File: src/hdl/t3d_pkg.sv
// ----------------------------------------------------------------------------
// t3d_pkg - shared types and constants for the 3D turtle pose engine
// Holds opcodes, status codes, controller states, the arctangent table and
// the command/status structs between controller and datapath.
// ----------------------------------------------------------------------------
package t3d_pkg;

  localparam int STACK_DEPTH  = 16;
  localparam int CORDIC_STEPS = 16;
  localparam int LVL_W  = $clog2(STACK_DEPTH + 1);
  localparam int SLOT_W = (STACK_DEPTH > 1) ? $clog2(STACK_DEPTH) : 1;
  localparam int STEP_W = $clog2(CORDIC_STEPS + 1);

  typedef enum logic [2:0] {
    OP_MOVE    = 3'd0,
    OP_ROTX    = 3'd1,
    OP_ROTY    = 3'd2,
    OP_ROTZ    = 3'd3,
    OP_PUSH    = 3'd4,
    OP_POP     = 3'd5,
    OP_RESTART = 3'd6,
    OP_NOP     = 3'd7
  } opcode_t;

  typedef enum logic [1:0] {
    ST_OK    = 2'd0,
    ST_OVFL  = 2'd1,
    ST_UNFL  = 2'd2,
    ST_SAT   = 2'd3
  } status_t;

  typedef enum logic [2:0] {
    S_IDLE,
    S_CORDIC,
    S_MUL,
    S_COMB,
    S_POPRD,
    S_POPWR,
    S_OUT
  } state_t;

  // controller to datapath
  typedef struct packed {
    logic load;       // latch the request
    logic cordic_run; // one CORDIC iteration
    logic mul;        // register products
    logic comb;       // write back op result
    logic pop_wr;     // restore pose from stack read data
    logic out_load;   // present result
  } dp_cmd_t;

  // datapath to controller
  typedef struct packed {
    logic    cordic_done;
    opcode_t op;
    logic    full;
    logic    empty;
  } dp_sts_t;

  localparam logic [31:0] CORDIC_X0 = 32'd652032874;

  function automatic logic [31:0] atan_lut(input logic [4:0] i);
    logic [31:0] r;
    unique case (i)
      5'd0:  r = 32'h20000000;  5'd1:  r = 32'h12E4051E;
      5'd2:  r = 32'h09FB385B;  5'd3:  r = 32'h051111D4;
      5'd4:  r = 32'h028B0D43;  5'd5:  r = 32'h0145D7E1;
      5'd6:  r = 32'h00A2F61E;  5'd7:  r = 32'h00517C55;
      5'd8:  r = 32'h0028BE53;  5'd9:  r = 32'h00145F2F;
      5'd10: r = 32'h000A2F98;  5'd11: r = 32'h000517CC;
      5'd12: r = 32'h00028BE6;  5'd13: r = 32'h000145F3;
      5'd14: r = 32'h0000A2F9;  5'd15: r = 32'h0000517C;
      5'd16: r = 32'h000028BE;  5'd17: r = 32'h0000145F;
      5'd18: r = 32'h00000A2F;  5'd19: r = 32'h00000517;
      5'd20: r = 32'h0000028B;  5'd21: r = 32'h00000145;
      5'd22: r = 32'h000000A2;  5'd23: r = 32'h00000051;
      default: r = 32'h0;
    endcase
    return r;
  endfunction

endpackage

File: src/hdl/t3d_ctrl.sv
// ----------------------------------------------------------------------------
// t3d_ctrl - command sequencer
// Steps each request through CORDIC, product, combine, stack and output
// phases and drives the datapath by a command struct.
// ----------------------------------------------------------------------------
module t3d_ctrl import t3d_pkg::*; (
  input  logic    clk,
  input  logic    rst_n,
  input  logic    in_fire,
  input  logic    out_busy,
  output logic    in_rdy,
  output dp_cmd_t cmd,
  input  dp_sts_t sts
);

  state_t state_r, state_nxt;

  // hold state
  always_ff @(posedge clk) begin
    if (!rst_n) begin
      state_r <= S_IDLE;
    end else begin
      state_r <= state_nxt;
    end
  end

  // sequence one request
  always_comb begin
    state_nxt = state_r;
    cmd       = '0;
    in_rdy    = 1'b0;
    unique case (state_r)
      S_IDLE: begin
        in_rdy = 1'b1;
        if (in_fire) begin
          cmd.load  = 1'b1;
          state_nxt = S_CORDIC;
        end
      end
      S_CORDIC: begin
        priority if (sts.op == OP_ROTX || sts.op == OP_ROTY ||
                     sts.op == OP_ROTZ) begin
          if (sts.cordic_done) begin
            state_nxt = S_MUL;
          end else begin
            cmd.cordic_run = 1'b1;
          end
        end else if (sts.op == OP_POP && !sts.empty) begin
          state_nxt = S_POPRD;
        end else begin
          state_nxt = S_MUL;
        end
      end
      S_MUL: begin
        cmd.mul   = 1'b1;
        state_nxt = S_COMB;
      end
      S_COMB: begin
        cmd.comb  = 1'b1;
        state_nxt = S_OUT;
      end
      S_POPRD: begin
        state_nxt = S_POPWR;
      end
      S_POPWR: begin
        cmd.pop_wr = 1'b1;
        state_nxt  = S_OUT;
      end
      S_OUT: begin
        if (!out_busy) begin
          cmd.out_load = 1'b1;
          state_nxt    = S_IDLE;
        end
      end
      default: state_nxt = S_IDLE;
    endcase
  end

endmodule

File: config.mk
export PLATFORM = sky130hd
export DESIGN_NAME = t3d_ctrl
export DESIGN_NICKNAME = d
export VERILOG_FILES = /design/src/hdl/t3d_pkg.sv /design/src/hdl/t3d_ctrl.sv
export SDC_FILE = /design/constraint.sdc
export NUM_CORES = 1
export LEC_CHECK = 0
export BUFFER_PORTS_ARGS = -buffer_cell sky130_fd_sc_hd__buf_2
export CAP_MARGIN = 30
export CORE_AREA = 2 2 39 41
export DETAILED_ROUTE_END_ITERATION = 8
export DIE_AREA = 0 0 41 43
export PLACE_DENSITY = 0.42
export SYNTH_ARGS = -nofsm -noshare
export SYNTH_HDL_FRONTEND = slang
export SYNTH_SLANG_ARGS = --single-unit
File: constraint.sdc
create_clock -name clk -period 1.6 [get_ports clk]
set_input_delay 0.08 -clock clk [delete_from_list [all_inputs] [get_ports clk]]
set_output_delay 0.08 -clock clk [all_outputs]
set_load 0.1 [all_outputs]
[Yosys cells after proc, flatten, opt, wreduce, memory -nomap -nowiden]
Index checks and enable logic that the tools add are counted.
Word-level totals
  input port bits: 10
  register bits after elaboration: 3
  output and inout bits: 7
  logic and storage cells: 38
Operators by class
  eq/ne operators: 13
  mux-type cells: 17
  reductions and logical operators: 7
Operators by type and width (count)
  $pmux 3 s6: 1
  $mux 3: 5
  $eq 3x2->1 const B: 4
  $eq 3x3->1 const B: 4
  $mux 1: 11
  $eq 3x1->1 const B: 2
  $ne 2x2->1 const B: 2
  $logic_not 3->1: 1
  $ne 3x3->1 const B: 1
  $reduce_and 3->1: 1
  $logic_or 1x1->1: 2
  $reduce_or 2->1: 1
  $logic_and 1x1->1: 1
  $logic_not 1->1: 1

[Logic depth before layout (Yosys ltp)]
Gate-level depths: netlist of run 1.
  word-level depth: 5
  depth in mapped cells: 5
  gate-level depth less buffers: 4

[Worst setup path after synthesis of run 1]
OpenSTA, ideal clock, no wires.
  kind: register to output
  from: register state_r[1]
  to: output port cmd[5] (netlist bit)
  setup slack: -2.005 ns
  cell stages (with the launch flop): 4
  data required time: 1.520 ns
  path buffers: 1
  data arrival time: 3.525 ns
  cell sequence: dfxtp_1 -> buf_6 -> nor3_1 -> and2_1
RTL lines
  start, declared: line t3d_ctrl.sv:16  | state_t state_r, state_nxt;
  start signal, assigned: line t3d_ctrl.sv:23  | state_r <= state_nxt;
  end, declared: line t3d_ctrl.sv:12  | output dp_cmd_t cmd,

[Final worst setup path of run 1]
  from: register state_r[0]
  to: output port in_rdy
On the way
  cells in the longest elaborated chain, start to end: 2
Ends and longest elaborated chain
  $logic_not 3->1: line t3d_ctrl.sv:32  | unique case (state_r)
  $mux 1: line t3d_ctrl.sv:32
  end, declared: line t3d_ctrl.sv:11  | output logic in_rdy,
No other way between the ends.

==> flow_metrics.py, run 1 <==
metrics = {
    "run_status": {
        "outcome": "completed",
    },
    "floorplan": {
        "die_h_um": 43,
        "dieArea_um2": 1760,
        "coreArea_um2": 1380,
        "num_rows": 14,
        "pin_count": 17,
        "fp.dieW_um": 41,
        "start_util_pct": 20.4,
    },
    "timing": {
        "slew_headroom_pct": 67.9,
        "timing.fmax_ghz": 0.702,
        "rsz0062_at_grt": "no",
        "fin_worst_skew_ns": 0.00397,
        "hold_viol_final": 0,
        "final_max_slew_viol_count": 0,
        "worst_slew_pin_slew_ns": 0.485,
        "finalCritPeriodShare_pct": 89.0,
        "setup_viol": 0,
        "min_period_ns": 1.42,
        "tns_ns": 0,
    },
    "clock_network": {
        "post_cts_resized": 0,
        "ctsRootBufferMaster": "clkbuf_4",
        "worstSkewPairLatency_ns": 0.24,
        "ctsHtreeMaxLevel": 1,
        "tritoncts": "done",
        "cts.reportedPaths.clkPinSlew_ns": 0.04,
        "cts_sinks": 3,
        "cts_inserted_buffers": 3,
        "ctsHoldBuffers": 0,
        "cts.path.max_buffers": 2,
        "post-cts-setup-buffer-count": 0,
    },
    "routing": {
        "drt_first_pass_iters": 2,
        "routed_wl_um": 746,
        "vias": 325,
        "via_per_inst": 4.78,
        "wl_met2_um": 375,
        "dr_wl_met3_um": 42,
        "antenna_left": 0,
        "top_layer_used": "met3",
        "drc": 0,
        "drt-met1-wl_um": 327,
        "first_iter_violations": 8,
        "wire_per_inst_um": 11.0,
    },
    "placed_design": {
        "detailed_place_hpwl_um": 581,
        "port_buffers": 15,
        "place_inst": 64,
        "gp_congestion": 0.696,
        "postPlaceCellArea_um2": 477,
    },
    "layout": {
        "nNetsFinal": 63,
        "area_growth_pct": 77.9,
        "post-route-util_pct": 36.3,
        "largest_reg_flops": 3,
        "seq_area_um2": 61.3,
        "multi_input_area_um2": 208,
        "drive_gt1_share_pct": 59.6,
        "layoutNonFillerInstCount": 68,
        "largestRegisters": "state_r (3)",
        "top_register": "state_r",
        "antenna_cells": 0,
        "nFillCells": 147,
        "stdcell_area_um2": 503,
    },
    "synth": {
        "ys.flop_type": "dfxtp_1",
        "synth_fp_nets": 44,
        "synth_cell_types": 23,
        "synth_top_cell_by_area": "dfxtp_1",
        "ys_seq_area_share_pct": 21.2,
        "yosys_warnings": 0,
        "yosysMostFrequentCell": "nor2_1",
        "synth_seq_cells": 3,
        "synth_top_cell_area_share_pct": 21.2,
        "synth_common_cells": "nor2_1 (4), dfxtp_1 (3), nor3_1 (3)",
        "synth_area_um2": 283,
        "syn_area_per_cell_um2": 8.32,
        "synthCells": 34,
        "synth_edf_count": 0,
        "synthTopCellsByArea": "dfxtp_1 (21%), buf_6 (8.0%), nor3_1 (5.3%)",
        "synthArstFlopShare_pct": 0,
    },
    "setup_path": {
        "critPathLaunchType": "flip-flop",
        "r2r_slack_ns": 0.27,
        "cp_cell_sequence": "buf_4, nor3_4, buf_2",
        "ff2ff_path_depth": 4,
        "slowest_stage": "buf_2",
        "worstPathMaxFanout": 7,
        "cpLargestDelayFamily": "buffers and inverters",
        "timing.rr.end": "state_r[2]$_SDFFE_PN0P_",
        "critical_path_class": "reg2out",
        "worstPathArrival_ns": 1.34,
        "crit_path_end_kind": "output port",
        "crit_buf_inv": 2,
        "cp.required_ns": 1.52,
        "reg2reg_from": "state_r[1]$_SDFFE_PN0P_",
        "max_stage_delay_ns": 0.44,
    },
    "job": {
        "cap_violations": 0,
    },
    "grt": {
        "antenna_found_initial": 0,
        "grt_pass1_vias": 313,
        "grt_pass1_wl_mm": 1.26,
        "grtUsageTotal_pct": 10.9,
        "grt_max_degree": 14,
        "grt-ovfl-total": 0,
    },
    "power_and_ir_drop": {
        "p_int_uw": 262,
        "power_per_cell_area_nw_per_um2": 949,
        "p_clk_share_pct": 29.5,
        "p_switching_uw": 216,
        "p_sw_share_pct": 45.2,
        "power_leakage_nw": 0.207,
        "p_seq_share_pct": 20.7,
        "power_frac_comb_pct": 49.8,
        "ir_drop_uv": 378,
    },
    "hold_path": {
        "hold_depth": 2,
        "min-delay-start": "rst_n",
        "whs_endpoint": "state_r[0]$_SDFFE_PN0P_",
        "min_path_type": "in2reg",
    },
}
[logic make-up after synthesis]
| logic type | share of synthesized area (%) |
|---|---|
| AO/OA/AOI/OAI | 20.4 |
| buffers and inverters | 15.5 |
| flip-flops | 21.2 |
| AND/OR/NAND/NOR | 42.9 |
[layout make-up]
type	instances	area share [%]
timing repair buffer	17	35.8
sequential	3	12.2
multi-input combinational	26	41.3
clock buffer	4	5.22
inverter	2	1.49
tap	16	3.98
[how the worst max path moves through the flow]
stage / from / end / slack, ns / cells after the start
after global placement: state_r[1]$_SDFFE_PN0P_ / state_r[2]$_SDFFE_PN0P_ / 0.26 / 4
after CTS: state_r[0]$_SDFFE_PN0P_ / in_rdy / 0.16 / 3
after global routing: state_r[0]$_SDFFE_PN0P_ / in_rdy / 0.12 / 3
after detailed placement: state_r[1]$_SDFFE_PN0P_ / state_r[2]$_SDFFE_PN0P_ / 0.26 / 4
after floorplan: state_r[1]$_SDFFE_PN0P_ / cmd[5] / -0.37 / 3
final: state_r[0]$_SDFFE_PN0P_ / in_rdy / 0.18 / 3
[power groups by stage]
stage	logic (mW)	clock network (mW)	registers, mW
2_1_floorplan	0.192	0	0.0893
3_3_place_gp	0.238	0	0.101
3_5_place_dp	0.239	0	0.100
4_1_cts	0.240	0.148	0.0991
5_1_grt	0.249	0.158	0.101
6_report	0.238	0.141	0.0990
[routing by layer]
metal	track usage, %	vias to the layer above
li1	-	163
met1	13.7	150
met2	15.0	12
met3	4.71	0
met4	6.00	0
met5	0	-
[cells in the final DEF, fill, tap and decap left out]
| master | Yosys | final |
|---|---|---|
| dfxtp_2 | 0 | 1 |
| nor4_1 | 1 | 1 |
| nand2_1 | 2 | 2 |
| a211o_1 | 1 | 1 |
| and3_4 | 1 | 1 |
| and2_2 | 0 | 1 |
| a211oi_2 | 1 | 1 |
| nor3_4 | 0 | 1 |
| clkbuf_1 | 0 | 1 |
| a211oi_1 | 1 | 1 |
| inv_1 | 2 | 2 |
| and4_1 | 1 | 1 |
| or2_1 | 1 | 1 |
| nor3b_2 | 1 | 1 |
| nor2_2 | 0 | 2 |
| dfxtp_1 | 3 | 2 |
| o31a_2 | 1 | 1 |
| nor3_1 | 3 | 2 |
| nor3b_4 | 0 | 1 |
| buf_12 | 0 | 6 |
| buf_2 | 0 | 9 |
| and4bb_2 | 1 | 1 |
| clkbuf_4 | 0 | 3 |
| a2111oi_0 | 1 | 1 |
| nand4_1 | 1 | 1 |
| o21ai_0 | 2 | 2 |
| nor2b_1 | 1 | 1 |
| buf_4 | 0 | 2 |
| nor2_1 | 4 | 2 |
[per-stage QoR]
stage	hold WS (ns)	setup slack (ns)	power [mW]
detailed placement	0.334	0.258	0.339
floorplan	0.208	-0.367	0.282
global placement	0.340	0.265	0.339
CTS	0.0888	0.162	0.487
finish	0.100	0.176	0.478
global route	0.0951	0.124	0.508
(Power assumes the default switching activity.)
==> run 2: changes to the inputs <==
Settings changed: SETUP_SLACK_MARGIN set to 0.3.
==> run 2 against run 1 <==
Compared with the run above:
- total power rose by 3.9%
- maximum frequency rose by 11%
- clock power fell by 4%
- worst setup slack improved by 0.14 ns
- count of clock-buffer cells in the layout did not move
- utilization rose by 2.2 points
- routed wire length rose by 11%
- non-clock buffer count rose by 4
==> flow_metrics.py, run 2 (synthesized netlist as in run 1, its figures left out) <==
metrics = {
    "floorplan": {
        "start_util_pct": 20.4,
        "coreArea_um2": 1380,
        "die_h_um": 43,
        "pin_count": 17,
        "dieArea_um2": 1760,
        "fp.dieW_um": 41,
        "num_rows": 14,
    },
    "timing": {
        "setup_viol": 0,
        "final_max_slew_viol_count": 0,
        "hold_viol_final": 0,
        "slew_headroom_pct": 73.1,
        "worst_slew_pin_slew_ns": 0.393,
        "timing.fmax_ghz": 0.781,
        "rsz0062_at_grt": "yes",
        "min_period_ns": 1.28,
        "finalCritPeriodShare_pct": 80.1,
        "hold_ws_ns": 0.101,
        "fin_worst_skew_ns": 0.00191,
    },
    "layout": {
        "area_growth_pct": 88.5,
        "nNetsFinal": 67,
        "largest_reg_flops": 3,
        "final_common_cell": "buf_2",
        "mostFrequentLayoutCells": "buf_2 (10), buf_4 (6), buf_12 (4), clkbuf_4 (3), dfxtp_4 (3)",
        "antenna_cells": 0,
        "top_register": "state_r",
        "drive_gt1_share_pct": 67.9,
        "largestRegisters": "state_r (3)",
        "stdcell_area_um2": 533,
    },
    "clock_network": {
        "cts.reportedPaths.clkPinSlew_ns": 0.04,
        "cts_sinks": 3,
        "cts_inserted_buffers": 3,
        "worstSkewPairLatency_ns": 0.24,
        "ctsHtreeMaxLevel": 1,
        "tritoncts": "done",
        "cts.path.max_buffers": 2,
        "ctsRootBufferMaster": "clkbuf_4",
        "ctsHoldBuffers": 0,
    },
    "power_and_ir_drop": {
        "p_seq_share_pct": 20.6,
        "power_frac_comb_pct": 52.1,
        "p_clk_share_pct": 27.3,
        "power_per_cell_area_nw_per_um2": 931,
        "p_total_uw": 496,
        "power_leakage_nw": 0.226,
        "p_int_uw": 278,
        "p_sw_share_pct": 44.0,
        "p_switching_uw": 218,
        "ir_drop_uv": 387,
    },
    "grt": {
        "antenna_found_initial": 0,
        "grt_pass1_vias": 271,
        "grt-ovfl-total": 0,
        "grt_pass1_wl_mm": 1.10,
        "grtUsageTotal_pct": 9.33,
        "grt_max_degree": 14,
    },
    "setup_path": {
        "cp.required_ns": 1.52,
        "critical_path_class": "reg2out",
        "worstPathMaxFanout": 8,
        "crit_path_end_kind": "output port",
        "critPathLaunchType": "flip-flop",
        "worstPathArrival_ns": 1.20,
    },
    "hold_path": {
        "min_path_type": "in2reg",
    },
    "routing": {
        "via_per_inst": 4.81,
        "drc": 0,
        "wire_per_inst_um": 11.5,
        "routed_wl_um": 830,
        "vias": 346,
        "drt_first_pass_iters": 3,
        "first_iter_violations": 3,
        "antenna_left": 0,
    },
    "job": {
        "cap_violations": 0,
    },
    "run_status": {
        "outcome": "completed",
    },
    "placed_design": {
        "port_buffers": 15,
        "postPlaceCellArea_um2": 410,
        "gp_congestion": 0.701,
    },
}
[run 2: changes by cell type in the layout (fill, tap and decap cells not counted), sizes merged]
cell / previous run / this run
buf: 17 / 21
[run 2: worst max-delay path: stages, from the launching register on]
cell	delay (ns)
dfxtp_4	0.37
nor3b_4	0.19
and3_4	0.23
buf_12	0.17
[run 2: cell type report]
cell class,instances,area [um2]
flip-flops and latches,3,71.3
inverters,2,7.51
repair buffers,21,186
multi-input cells,26,221
well taps,16,20.0
fillers,160,851
clock buffers,4,26.3
[run 2: timing repair]
| item | 4_1_cts | 5_1_grt |
|---|---|---|
| buffers inserted | 0 | 6 |
| setup endpoints to repair | 9 | 4 |
| gates resized for setup | 11 | 8 |
| pin swaps | 0 | 2 |
[run 2: power by group through the flow]
stage / Combinational [mW] / Clock (mW) / Sequential, mW
floorplan: 0.195 / 0 / 0.0895
global placement: 0.194 / 0 / 0.113
detailed placement: 0.195 / 0 / 0.113
CTS: 0.209 / 0.143 / 0.111
global route: 0.274 / 0.148 / 0.104
finish: 0.259 / 0.135 / 0.102
[run 2: path summary, 6_finish.rpt]
path                           start                       to  slack [ns]  cells after the start
max reg2reg  state_r[2]$_SDFFE_PN0P_  state_r[2]$_SDFFE_PN0P_        0.39                      4
min                            rst_n  state_r[1]$_SDFFE_PN0P_        0.10                      2
max          state_r[1]$_SDFFE_PN0P_                   cmd[4]        0.32                      3
min reg2reg  state_r[0]$_SDFFE_PN0P_  state_r[2]$_SDFFE_PN0P_        0.68                      3
[run 2: per-stage QoR]
step / setup TNS [ns] / util (%) / setup slack [ns] / std cells
3_3_place_gp: 0 / 29.7 / 0.186 / 62
4_1_cts: 0 / 33.6 / 0.280 / 66
6_report: 0 / 38.5 / 0.319 / 72
5_1_grt: 0 / 38.5 / 0.267 / 72
2_1_floorplan: -0.280 / - / -0.258 / 34
3_5_place_dp: 0 / 29.7 / 0.202 / 62
[run 2: layer usage]
metal  vias up  share of wire (%)  wire length [um]  GRT usage [%]
li1        172                  -                 -              -
met5         -                  0                 0              0
met2        12                 50               413           11.6
met3         0                6.0                50           6.28
met1       162                 44               365           13.1
met4         0                  0                 0           2.00
